File: config.mk
export PLATFORM = sky130hd
export DESIGN_NAME = pse_alu
export DESIGN_NICKNAME = d
export VERILOG_FILES = /design/src/rtl/postfix_stack_evaluator_unit_defines.svh /design/src/rtl/pse_pkg.sv /design/src/rtl/pse_alu.sv
export SDC_FILE = /design/constraint.sdc
export NUM_CORES = 1
export LEC_CHECK = 0
export ABC_AREA = 1
export BUFFER_PORTS_ARGS = -buffer_cell sky130_fd_sc_hd__buf_2
export CORE_ASPECT_RATIO = 1.2
export CORE_UTILIZATION = 45
export DETAILED_ROUTE_END_ITERATION = 12
export SETUP_SLACK_MARGIN = 0.5
export SKIP_LAST_GASP = 1
export SYNTH_ARGS = -nofsm -noshare
export SYNTH_HDL_FRONTEND = slang
export SYNTH_SLANG_ARGS = --single-unit
File: constraint.sdc
create_clock -name clk -period 6.25 [get_ports clk]
set_input_delay 0.3125 -clock clk [delete_from_list [all_inputs] [get_ports clk]]
set_output_delay 0.3125 -clock clk [all_outputs]
set_load 0.01 [all_outputs]
File: src/rtl/postfix_stack_evaluator_unit_defines.svh
// assertion macros for the top-level rtl file of the postfix stack evaluator
`ifndef POSTFIX_STACK_EVALUATOR_UNIT_DEFINES_SVH
`define POSTFIX_STACK_EVALUATOR_UNIT_DEFINES_SVH

`ifndef SYNTHESIS

// the property must hold at every clock edge outside reset
`define PSE_ASSERT(label, prop, msg) \
  label: assert property (@(posedge clk) disable iff (rst) (prop)) else $error(msg);

// the expression must never be true outside reset
`define PSE_ASSERT_NEVER(label, expr, msg) \
  label: assert property (@(posedge clk) disable iff (rst) !(expr)) else $error(msg);

`else

`define PSE_ASSERT(label, prop, msg)

`define PSE_ASSERT_NEVER(label, expr, msg)

`endif

`endif

File: src/rtl/pse_pkg.sv
// types and constants of the postfix stack evaluator
package pse_pkg;

  localparam logic [2:0] OP_PUSH = 3'd0;
  localparam logic [2:0] OP_ADD  = 3'd1;
  localparam logic [2:0] OP_SUB  = 3'd2;
  localparam logic [2:0] OP_MUL  = 3'd3;
  localparam logic [2:0] OP_DIV  = 3'd4;

  localparam logic [2:0] ST_OK        = 3'd0;
  localparam logic [2:0] ST_UNDERFLOW = 3'd1;
  localparam logic [2:0] ST_OVERFLOW  = 3'd2;
  localparam logic [2:0] ST_DIVZERO   = 3'd3;
  localparam logic [2:0] ST_EMPTY     = 3'd4;

  localparam int ALU_STEPS = 32;
  localparam int ALU_CNT_W = $clog2(ALU_STEPS);

  typedef struct packed {
    logic [2:0]         opcode;
    logic signed [31:0] operand_value;
    logic               last_token;
  } pse_in_t;

  typedef struct packed {
    logic signed [31:0] result_value;
    logic [2:0]         status;
  } pse_out_t;

  typedef enum logic [1:0] {
    CELL_HOLD,
    CELL_PREV,
    CELL_NEXT
  } cell_op_t;

  typedef enum logic [1:0] {
    FSM_IDLE,
    FSM_CALC,
    FSM_EMIT
  } fsm_state_t;

  typedef struct packed {
    logic start;
    logic is_div;
  } alu_req_t;

  typedef struct packed {
    logic        done;
    logic [31:0] result;
  } alu_rsp_t;

endpackage

File: src/rtl/pse_alu.sv
// iterative shift-add multiplier and restoring divider, one bit per cycle
module pse_alu (
  input  logic              clk,
  input  logic              rst,
  input  pse_pkg::alu_req_t req,
  input  logic [31:0]       lhs,
  input  logic [31:0]       rhs,
  output pse_pkg::alu_rsp_t rsp
);
  import pse_pkg::*;

  logic                 running;
  logic                 fin;
  logic                 is_div;
  logic                 neg;
  logic [ALU_CNT_W-1:0] count;
  logic [31:0]          acc;
  logic [31:0]          opa;
  logic [31:0]          opb;
  logic [32:0]          trial;
  logic [31:0]          lhs_mag;
  logic [31:0]          rhs_mag;

  assign lhs_mag = lhs[31] ? (~lhs + 32'd1) : lhs;
  assign rhs_mag = rhs[31] ? (~rhs + 32'd1) : rhs;

  // remainder stays below the divisor, so the shifted trial fits 33 bits
  assign trial = {acc, opa[31]} - {1'b0, opb};

  always_ff @(posedge clk) begin
    if (rst) begin
      running <= 1'b0;
      fin     <= 1'b0;
      count   <= '0;
    end else begin
      fin <= 1'b0;
      if (req.start) begin
        running <= 1'b1;
        count   <= '0;
      end else if (running) begin
        count <= count + ALU_CNT_W'(1);
        if (count == ALU_CNT_W'(ALU_STEPS - 1)) begin
          running <= 1'b0;
          fin     <= 1'b1;
        end
      end
    end
  end

  always_ff @(posedge clk) begin
    if (req.start) begin
      is_div <= req.is_div;
      acc    <= '0;
      neg    <= lhs[31] ^ rhs[31];
      if (req.is_div) begin
        opa <= lhs_mag;
        opb <= rhs_mag;
      end else begin
        opa <= lhs;
        opb <= rhs;
      end
    end else if (running) begin
      if (is_div) begin
        if (!trial[32]) begin
          acc <= trial[31:0];
          opa <= {opa[30:0], 1'b1};
        end else begin
          acc <= {acc[30:0], opa[31]};
          opa <= {opa[30:0], 1'b0};
        end
      end else begin
        if (opb[0]) begin
          acc <= acc + opa;
        end
        opa <= {opa[30:0], 1'b0};
        opb <= {1'b0, opb[31:1]};
      end
    end
  end

  assign rsp.done   = fin;
  assign rsp.result = is_div ? (neg ? (~opa + 32'd1) : opa) : acc;

endmodule

==> metrics.md <==
| Metric | Value |
|---|---|
| Status | finished, final reports clean |
| CP max FO | 42 |
| Worst skew pair latency | 0.37 ns |
| Final Max Tran Viols | 0 |
| Fmax | 310.3 MHz |
| Mapped Area | 12750 µm² |
| Vias in the first global route | 12350 |
| Most used cell, CP | o21ai_0 |
| Busiest grt layer | met2 |
| Slew at the pin closest to its max-slew limit | 1.139 ns |
| Final Instance Count excl. Fillers | 2604 |
| Yosys reg bits | 105 |
| Cts bufs inserted | 9 |
| Leakage | 0.007379 µW |
| Nets | 2358 |
| Hold Path Class | in -> reg |
| Residual DRC | 0 |
| Maximum VDD drop | 125.0 µV |
| Avg WL per Cell | 16.48 µm |
| Clk_skew | 0.008977 ns |
| RSZ-0062 raised after global routing | no |
| HPWL after detailed placement | 35450 µm |
| First-pass GRT wire length | 67060 µm |
| Power share of the clock group | 20.1% |
| Setup Fix Bufs, Post-CTS | 0 |
| DRT Pass-1 Iters | 6 |
| Grt met3 use | 2.647% |
| Flop pwr share | 32.5% |
| Met1 usage | 39.91% |
| CTS tree | built |
| Initial antenna violation count | 0 |
| Final wirelength | 42910 µm |
| Post-synth cell types | 49 |
| Clock Tree Buf Depth | 2 |
| Critical path's top delay family | buffers and inverters |
| Fraction of registers with async set/reset | 0% |
| Max Cap Violations | 0 |
| Cells along the critical path | inv_1 > buf_4 > a21oi_1 > o21ai_0 > o21ai_0 > buf_2 |
| Hold Fails Final Rpt | 0 |
| Total grt overflow | 0 |
| Comb pwr share | 47.4% |
| Worst Path Buf+Inv | 3 |
| CTS H-tree lvls | 3 |
| Final core occ | 49.49% |
| Ys flop type | edfxtp_1 |
| Die X-Extent | 155.7 µm |
| Starting Density | 45.67% |
| Antenna Cells | 0 |
| IO Port Bufs | 100 |
| Root Buffer | clkbuf_16 |
| Slowest CP cell | edfxtp_1 |
| Area of the core | 27920 µm² |
| Antenna viol nets, final | 0 |
| Worst setup EP type | primary output |
| Cell count after synthesis | 2157 |
| # resized after CTS | 0 |
| Sequential share of the synthesized area | 21.67% |
| Avg Vias per Cell | 5.136 |
| Vias | 13370 |
| Synth Net Count | 2295 |
| Final GP Congestion | 0.9598 |
| Average instance area after synthesis | 5.911 µm² |
| Net Sw Frac | 46.49% |
| Final setup violation count | 0 |
| Minimum clock period | 3.223 ns |
| Setup TNS | 0 ns |
| Post-synth EDFFs | 66 |
| GRT Overall Usage | 29.99% |
| Die area | 29010 µm² |
| Clock-pin slew on the worst setup and hold paths | 0.08 ns |
| Die H | 186.4 µm |
| Top-level I/O count | 101 |
| Kind of critical path | reg -> out |
| Largest net degree at the start of global routing | 73 |
| M2 GR Usage | 50.36% |
| CP startpoint kind | flop |
| CP Data Arrival Time | 2.91 ns |
| Critical path's largest stage delay | 0.91 ns |
| Ys Warns | 0 |
| Net Sw Power | 1357 µW |
| Int Pwr | 1562 µW |
| Final worst-path cycle share | 51.57% |
| Hold Buf Count CTS | 0 |
| Slew margin rel. | 23.94% |
| Row count | 67 |
| Pwr dens | 211.3 nW/µm² |
| Layout cells sized above 1 | 10.38% |
| Required @ worst endpoint | 5.94 ns |
| Area delta synth->final | 8.351% |
| Placed cells | 2588 |
| Fillcell total | 3065 |
| Initial drt markers | 859 |
| Total power | 2918 µW |
| Sink Count | 105 |
sequential cells by signal, indices dropped and copies added (netlist names):
signal,cells
acc,32
opa,32
opb,32
count,5
fin,1
is_div,1
neg,1
running,1
logic make-up (layout without fill, tap and decap cells):
group / count (synthesis) / count (layout) / share of synthesized area, %
flops: 105 / 105 / 21.67
xor+xnor: 73 / 73 / 5.015
buf+inv: 449 / 517 / 13.70
compound gates: 292 / 292 / 12.79
simple gates: 1168 / 1168 / 39.84
fa+ha+maj: 70 / 70 / 6.987
final cells by class:
type	count	area [µm²]	area share, %
multi-input cells	1603	8244	59.68
flip-flops and latches	105	2763	20.00
inverters	393	1475	10.68
repair buffers	108	560.5	4.058
well taps	379	474.2	3.433
clock buffers	9	225.2	1.630
clock inverters	7	72.57	0.5253
synthesized netlist by cell type (9+ instances only):
cell type	count	share of area, %
nand2_1	695	20
inv_1	386	11
nor2_1	178	5.2
o21ai_0	149	5.8
nand3_1	144	5.7
a21oi_1	86	3.4
ha_1	68	6.7
edfxtp_1	66	16
xor2_1	54	3.7
dfxtp_1	39	6.1
clkbuf_1	34	1.0
nand2_2	34	1.7
nor3_1	29	1.1
a21oi_2	25	1.7
nand3_2	20	1.6
xnor2_1	19	1.3
nand3b_1	16	0.94
nand4_1	14	0.69
a31oi_1	9	0.44
buf_1	9	0.26
nor4_1	9	0.44
layer usage:
metal  vias to the layer above  part of all wire (%)
met5                         -                     0
met4                         0                   3.4
met3                        57                   4.8
met2                       371                    46
met1                      6022                    45
li1                       6923                     -
final timing paths:
path | start | endpoint | slack, ns | cells past startpoint
setup / recovery | is_div | rsp[1] | 3.03 | 6
hold / removal | rst | running | 0.14 | 2
setup reg to reg | opa[31] | acc[0] | 3.51 | 17
hold reg to reg | count[4] | count[4] | 0.48 | 2
metrics by stage:
stage	hold WS, ns	setup WS [ns]	area (µm²)
floorplan	0.3910	2.612	12750
global placement	0.4577	3.387	13520
detailed placement	0.4715	3.406	13520
CTS	0.1290	3.080	13810
global route	0.1390	2.885	13810
finish	0.1371	3.027	13810
cell usage in the layout, fill, tap and decap left out, types with 39 or more instances in the layout:
| master | n |
|---|---|
| a21oi_1 | 86 |
| buf_2 | 100 |
| dfxtp_1 | 39 |
| edfxtp_1 | 66 |
| ha_1 | 68 |
| inv_1 | 385 |
| nand2_1 | 695 |
| nand3_1 | 144 |
| nor2_1 | 178 |
| o21ai_0 | 148 |
| xor2_1 | 54 |
power by group through the flow:
| stage | logic (µW) | clock network, µW | registers, µW |
|---|---|---|---|
| floorplan | 1020 | 0 | 892 |
| finish | 1380 | 585 | 949 |
| global placement | 1370 | 0 | 961 |
| global route | 1560 | 619 | 955 |
| detailed placement | 1380 | 0 | 961 |
| CTS | 1380 | 595 | 945 |
(Power assumes the default switching activity.)
