==> config.mk <==
export PLATFORM = sky130hd
export DESIGN_NAME = pse_cell
export DESIGN_NICKNAME = d
export VERILOG_FILES = /design/src/rtl/postfix_stack_evaluator_unit_defines.svh /design/src/rtl/pse_pkg.sv /design/src/rtl/pse_cell.sv
export SDC_FILE = /design/constraint.sdc
export NUM_CORES = 1
export LEC_CHECK = 0
export BUFFER_PORTS_ARGS = -buffer_cell sky130_fd_sc_hd__buf_2
export CAP_MARGIN = 25
export CORE_MARGIN = 2
export CORE_UTILIZATION = 38
export CTS_BUF_LIST = sky130_fd_sc_hd__clkbuf_4 sky130_fd_sc_hd__clkbuf_8 sky130_fd_sc_hd__clkbuf_16
export DETAILED_ROUTE_END_ITERATION = 16
export GPL_TIMING_DRIVEN = 0
export PLACE_DENSITY = 0.76
export SYNTH_ARGS = -nofsm -noshare
export SYNTH_HDL_FRONTEND = slang
export SYNTH_SLANG_ARGS = --single-unit
==> constraint.sdc <==
create_clock -name clk -period 1.9 [get_ports clk]
set_clock_uncertainty 0.2 [all_clocks]
set_input_delay 0.38 -clock clk [delete_from_list [all_inputs] [get_ports clk]]
set_output_delay 0.38 -clock clk [all_outputs]
set_load 0.02 [all_outputs]
==> src/rtl/postfix_stack_evaluator_unit_defines.svh <==
// assertion macros for the top-level rtl file of the postfix stack evaluator
`ifndef POSTFIX_STACK_EVALUATOR_UNIT_DEFINES_SVH
`define POSTFIX_STACK_EVALUATOR_UNIT_DEFINES_SVH

`ifndef SYNTHESIS

// the property must hold at every clock edge outside reset
`define PSE_ASSERT(label, prop, msg) \
  label: assert property (@(posedge clk) disable iff (rst) (prop)) else $error(msg);

// the expression must never be true outside reset
`define PSE_ASSERT_NEVER(label, expr, msg) \
  label: assert property (@(posedge clk) disable iff (rst) !(expr)) else $error(msg);

`else

`define PSE_ASSERT(label, prop, msg)

`define PSE_ASSERT_NEVER(label, expr, msg)

`endif

`endif

==> src/rtl/pse_pkg.sv <==
// types and constants of the postfix stack evaluator
package pse_pkg;

  localparam logic [2:0] OP_PUSH = 3'd0;
  localparam logic [2:0] OP_ADD  = 3'd1;
  localparam logic [2:0] OP_SUB  = 3'd2;
  localparam logic [2:0] OP_MUL  = 3'd3;
  localparam logic [2:0] OP_DIV  = 3'd4;

  localparam logic [2:0] ST_OK        = 3'd0;
  localparam logic [2:0] ST_UNDERFLOW = 3'd1;
  localparam logic [2:0] ST_OVERFLOW  = 3'd2;
  localparam logic [2:0] ST_DIVZERO   = 3'd3;
  localparam logic [2:0] ST_EMPTY     = 3'd4;

  localparam int ALU_STEPS = 32;
  localparam int ALU_CNT_W = $clog2(ALU_STEPS);

  typedef struct packed {
    logic [2:0]         opcode;
    logic signed [31:0] operand_value;
    logic               last_token;
  } pse_in_t;

  typedef struct packed {
    logic signed [31:0] result_value;
    logic [2:0]         status;
  } pse_out_t;

  typedef enum logic [1:0] {
    CELL_HOLD,
    CELL_PREV,
    CELL_NEXT
  } cell_op_t;

  typedef enum logic [1:0] {
    FSM_IDLE,
    FSM_CALC,
    FSM_EMIT
  } fsm_state_t;

  typedef struct packed {
    logic start;
    logic is_div;
  } alu_req_t;

  typedef struct packed {
    logic        done;
    logic [31:0] result;
  } alu_rsp_t;

endpackage

==> src/rtl/pse_cell.sv <==
// one stack cell: holds a value, or takes it from the neighbour above or below
module pse_cell (
  input  logic              clk,
  input  pse_pkg::cell_op_t op,
  input  logic [31:0]       prev_value,
  input  logic [31:0]       next_value,
  output logic [31:0]       value
);
  import pse_pkg::*;

  always_ff @(posedge clk) begin
    case (op)
      CELL_PREV: value <= prev_value;
      CELL_NEXT: value <= next_value;
      default:   value <= value;
    endcase
  end

endmodule

==> reports/metrics.cfg, run 1 <==
[timing]
max_freq_mhz=577
rsz0062_at_grt=false
slew_viol_final=0
hold_violations=0
worst_slew_pin_slew_ps=665
slew_headroom=0.556
fin_ws_ps=166
period_needed_ps=1730
setup_viol=0
final.period_utilization=0.913

[detailed_routing]
drc=0
wl_um=3080
vias=1008
wire_per_inst_um=13.6
viasPerCell=4.44
ant_nets=0
drt_first_pass_iters=4
drt_iter0_markers=41

[global_routing]
grt_pass1_vias=1079
grt_max_degree=33
grt_antenna_before_repair=0
grt_overflow=0
grt_pass1_wl_um=4690
track_usage=0.147

[final_layout]
finalNetCount=244
mostFrequentLayoutCells=buf_2, edfxtp_1, mux2_4
reg_top3=value x32
antenna_cells=0
final_util=0.555
regMostFlops=value
largest_reg_flops=32
drive_gt1_frac=0.797
areaGrowthSynthToFinish_pct=43.5
final_common_cell=buf_2
post-route-cell-area_mm2=0.00219

[setup_path]
startpoint_type=input pin
crit_cells=4
worst_path_max_delay_cell=clkinvlp_4
critPathCapture=value[18]
cp_max_fo=32
cpPeakStageDelay_ps=550
cp.arrival_ps=1350
crit_chain=buf_2, inv_1, ha_1, clkinvlp_4
worstSetupStartpoint=op[0]
crit_required_ps=1520
crit_type=in2reg
end_kind=register
critPathBufInv=3
cp_top_family=buffers and inverters

[die]
die_area_mm2=0.00454
die_w_um=67.4
rows=23
die_y_um=67.4
coreArea_mm2=0.00394
num_io_pins=99
initial_core_util=0.387

[logic_synthesis]
ys_seq_elements=32
yosysUniqueCellTypes=7
syn_area_per_cell_um2=21.5
syn_inst=71
synth_nets=139
netlist_area_mm2=0.00153
yosys_warnings=0
ys_seq_area_frac=0.630

[placed_design]
post-place-ws_ps=-149
gp_congestion=0.743
io_buffer_count=98
place_area_mm2=0.00208
dp_hpwl_um=2420

[run]
cap_violations=0

[worst_hold_path]
hold_path_depth=2
worstHoldPathType=in2reg

[clocking]
cts-root-buf=clkbuf_8
clock_path_buffers=2
cts_num_sinks=32
htree_levels=2
cts.repair.resized=0
cts_made_buffers=5
cts_tree=yes
post_cts_buffers=0
clkTransAtPathRegs_ps=70
hold_buffers=0

[status]
status=finished clean

[pwr]
ir_worst_vdd_mv=0.424
power.density_mw_per_mm2=909
leakage_nw=1.03

## how the worst min path moves through the flow
| stage | end | startpoint | slack [ps] |
|---|---|---|---|
| 3_5_place_dp | value[5] | next_value[5] | 480 |
| 6_report | value[5] | next_value[5] | 200 |
| 5_1_grt | value[28] | prev_value[28] | 190 |
| 4_1_cts | value[22] | next_value[22] | 190 |
| 3_3_place_gp | value[8] | prev_value[8] | 480 |
| 2_1_floorplan | value[0] | next_value[0] | 400 |
## layout make-up
class	instances	area, um2
clock buffer	5	68.8
tap	50	62.6
multi-input combinational	33	485
buffer	4	71.3
sequential	32	961
inverter	2	11.3
clock inverter	3	37.5
fill	333	1750
timing repair buffer	98	490
## synth_stat cells
| library cell | n | area share |
|---|---|---|
| buf_12 | 3 | 0.039 |
| buf_6 | 1 | 0.0074 |
| edfxtp_1 | 32 | 0.63 |
| ha_1 | 1 | 0.0082 |
| inv_1 | 2 | 0.0049 |
| mux2_2 | 2 | 0.015 |
| mux2_4 | 30 | 0.30 |
## per-layer routing
metal,track usage,up-vias,share of wire
met5,0,-,0
met4,0.0765,0,0.012
met3,0.0700,4,0.11
met2,0.270,61,0.53
met1,0.134,460,0.34
li1,-,483,-
## kinds of logic (layout without fill, tap and decap cells)
| group | Yosys count | after routing | share of synthesized area |
|---|---|---|---|
| adders and majority gates | 1 | 1 | 0.00820 |
| buffers and inverters | 6 | 112 | 0.0517 |
| muxes | 32 | 32 | 0.310 |
| DFF | 32 | 32 | 0.630 |
## through the flow
step	power, mW	cells	TNS [ps]	hold WS (ps)
global placement	1.38	219	-3050	480
global route	2.08	227	0	191
floorplan	1.21	71	0	397
detailed placement	1.39	219	-4700	483
CTS	2.02	227	0	189
finish	1.99	227	0	198
## where the power goes
part           switching (mW)  internal [mW]  total, mW  leakage [nW]
clock                   0.236          0.381      0.617        0.0532
combinational           0.246          0.205      0.451         0.663
sequential             0.0218          0.899      0.921         0.313
(Power assumes the default switching activity.)
==> run 2: changes to the inputs <==
CORE_UTILIZATION = 42   (was 38)
PLACE_DENSITY = 0.8   (was 0.76)
SETUP_SLACK_MARGIN = 0.1   (was default)
clock period = 1.67 ns   (was 1.9 ns; I/O delays follow)
==> reports/metrics.cfg, run 2 (synthesis results as in run 1) <==
[status]
status=finished clean

[setup_path]
cp_top_family=flip-flops
cp_max_fo=1
worst_path_max_delay_cell=edfxtp_1
critPathBufInv=1
startpoint_type=register
cp.arrival_ps=900
end_kind=output pin
crit_required_ps=1140
crit_type=reg2out
cpPeakStageDelay_ps=400
crit_chain=buf_2

[clocking]
cts_num_sinks=32
htree_levels=2
clkTransAtPathRegs_ps=110
cts_made_buffers=5
hold_buffers=0
clock_path_buffers=2
cts-root-buf=clkbuf_4
cts_tree=yes

[timing]
worst_slew_pin_slew_ps=349
slew_viol_final=0
period_needed_ps=1430
fin_ws_ps=237
rsz0062_at_grt=false
tns_ps=0
max_freq_mhz=698
setup_viol=0
final.period_utilization=0.858
slew_headroom=0.767
worst_hold_slack_ps=91.1
hold_violations=0

[pwr]
pwr-share-clk=0.213
finalPower_mw=1.99
swShare=0.287
ir_worst_vdd_mv=0.567
seqPwrFrac=0.526
netSwitchingPower_mw=0.572
pwr-share-comb=0.261
internal_power_mw=1.42
leakage_nw=1.01
power.density_mw_per_mm2=922

[placed_design]
post-place-ws_ps=-306
gp_congestion=0.724
dp.cells=215
io_buffer_count=98

[final_layout]
largest_reg_flops=32
antenna_cells=0
reg_top3=value x32
mostFrequentLayoutCells=buf_2, edfxtp_1, mux2_4
final_common_cell=buf_2
finalNetCount=245
drive_gt1_frac=0.820
stdcell_count=224
areaGrowthSynthToFinish_pct=41.7
regMostFlops=value

[global_routing]
grt_max_degree=17
track_usage=0.158
grt_pass1_wl_um=4690
grt_pass1_vias=1099
grt_overflow=0
grt_antenna_before_repair=0

[die]
initial_core_util=0.447
die_y_um=64.3
die_w_um=64.3
rows=21
die_area_mm2=0.00413
coreArea_mm2=0.00342
num_io_pins=99

[detailed_routing]
wl_um=3030
drc=0
viasPerCell=4.57
wire_per_inst_um=13.5
ant_nets=0
vias=1024
drt_first_pass_iters=2
drt_iter0_markers=5

[run]
cap_violations=0

[worst_hold_path]
worstHoldPathType=in2reg

[run 2: what timing repair did]
action	4_1_cts	5_1_grt
gates resized for setup	1	0
setup buffers	0	0
endpoints found under the setup margin	32	0
[run 2: stage by stage]
stage | util | instance area (um2)
floorplan | - | 1550
global placement | 0.614 | 2100
detailed placement | 0.614 | 2100
CTS | 0.633 | 2160
global route | 0.633 | 2160
finish | 0.633 | 2160
[run 2: power groups by stage]
stage          Combinational (mW)  Clock, mW  Sequential, mW
2_1_floorplan               0.162          0            1.22
3_3_place_gp                0.512          0            1.06
3_5_place_dp                0.521          0            1.07
4_1_cts                     0.528      0.443            1.05
5_1_grt                     0.551      0.478            1.06
6_report                    0.521      0.424            1.05
[run 2: final timing paths]
check | from | to | cells after the start | slack (ps)
max | value[25] | value[25] | 1 | 240
min | next_value[12] | value[12] | 2 | 90
[run 2: layout make-up]
class	instances	area, um2
Timing Repair inverter	1	7.51
Clock buffer	5	37.5
Sequential cell	32	961
Timing Repair Buffer	98	490
Clock inverter	3	18.8
Fill cell	276	1250
Multi-Input combinational cell	33	498
Buffer	4	71.3
Tap cell	46	57.6
Inverter	2	18.8
[run 2: metal layers]
layer	routed length, um	part of all wire	GRT usage	vias to the layer above
met4	48	0.016	0.0691	0
met2	1640	0.54	0.298	58
met1	1010	0.33	0.140	472
met3	321	0.11	0.0722	6
met5	0	0	0	-
li1	-	-	-	488
==> run 3: changes to the inputs <==
CORE_MARGIN = 5   (was 2)
PLACE_DENSITY = 0.87   (was 0.8)
==> reports/metrics.cfg, run 3 (synthesis results as in run 1) <==
[timing]
final.period_utilization=0.847
worst_slew_pin_slew_ps=375
hold_violations=0
slew_viol_final=0
slew_headroom=0.749
setup_viol=0
worst_hold_slack_ps=105
period_needed_ps=1410
max_freq_mhz=707
fin_ws_ps=256
rsz0062_at_grt=false

[setup_path]
cp_max_fo=1
cp_top_family=flip-flops
cp.arrival_ps=880
crit_required_ps=1140
worst_path_max_delay_cell=edfxtp_1
cpPeakStageDelay_ps=390
end_kind=output pin
crit_type=reg2out
critPathBufInv=1
startpoint_type=register
crit_chain=buf_2

[placed_design]
gp_congestion=0.785
io_buffer_count=98
post-place-ws_ps=-309

[clocking]
cts_num_sinks=32
cts-root-buf=clkbuf_4
hold_buffers=0
clkTransAtPathRegs_ps=90
htree_levels=2
cts_tree=yes
clock_path_buffers=2
cts_made_buffers=5

[detailed_routing]
drc=0
viasPerCell=4.66
drt_iter0_markers=23
ant_nets=0
vias=1039
wl_um=3460
wire_per_inst_um=15.5
drt_first_pass_iters=4

[global_routing]
grt_pass1_vias=1208
grt_overflow=0
grt_antenna_before_repair=0
grt_pass1_wl_um=5390
grt_max_degree=17
track_usage=0.144

[run]
cap_violations=0

[status]
status=finished clean

[die]
num_io_pins=99
coreArea_mm2=0.00342
die_w_um=70.3
die_y_um=70.3
initial_core_util=0.447
die_area_mm2=0.00494
rows=21

[final_layout]
areaGrowthSynthToFinish_pct=40.9
reg_top3=value x32
finalNetCount=245
drive_gt1_frac=0.808
largest_reg_flops=32
regMostFlops=value
mostFrequentLayoutCells=buf_2, edfxtp_1, mux2_4
final_common_cell=buf_2
fillerInstances=274
antenna_cells=0

[worst_hold_path]
worstHoldPathType=in2reg

[pwr]
leakage_nw=1.00
power.density_mw_per_mm2=913
ir_worst_vdd_mv=0.525
finalPower_mw=1.96

run 3: changes by cell type in the layout (fill, tap and decap cells not counted), sizes merged:
cell	before	now
clkinv	3	2
run 3: area by class of cell:
cell class                 count  area [um2]  share of cell area
timing repair inverter         1        7.51             0.00349
timing repair buffer          98         490               0.228
tap                           46        57.6              0.0268
buffer                         4        71.3              0.0332
inverter                       2        18.8             0.00873
clock buffer                   5        37.5              0.0175
multi-input combinational     33         498               0.232
clock inverter                 2        7.51             0.00349
sequential                    32         961               0.447
run 3: timing repair:
| action | 4_1_cts | 5_1_grt |
|---|---|---|
| setup endpoints to repair | 32 | 0 |
| hold endpoints to repair | 0 | 0 |
| resized for setup | 1 | 0 |
| setup buffers | 0 | 0 |
run 3: final timing paths:
| kind | cells after the start | to | startpoint |
|---|---|---|---|
| min | 2 | value[15] | prev_value[15] |
| max | 1 | value[1] | value[1] |
run 3: layer usage:
layer	track usage	share of wire	up-vias
met5	0	0	-
met4	0.0553	0.023	0
met3	0.0818	0.12	9
met2	0.263	0.54	69
met1	0.130	0.32	473
li1	-	-	488
run 3: report_power, final:
part / switching (mW) / total, mW / internal (mW) / leakage (nW)
registers: 0.0255 / 1.05 / 1.02 / 0.313
logic: 0.288 / 0.528 / 0.240 / 0.664
clock network: 0.242 / 0.389 / 0.147 / 0.0261
run 3: metrics by stage:
stage	util	cell area, um2	TNS, ps	std cells
3_5_place_dp	0.614	2100	-10260	215
4_1_cts	0.629	2150	0	223
3_3_place_gp	0.614	2100	-8190	215
5_1_grt	0.629	2150	0	223
2_1_floorplan	-	1550	0	71
6_report	0.629	2150	0	223
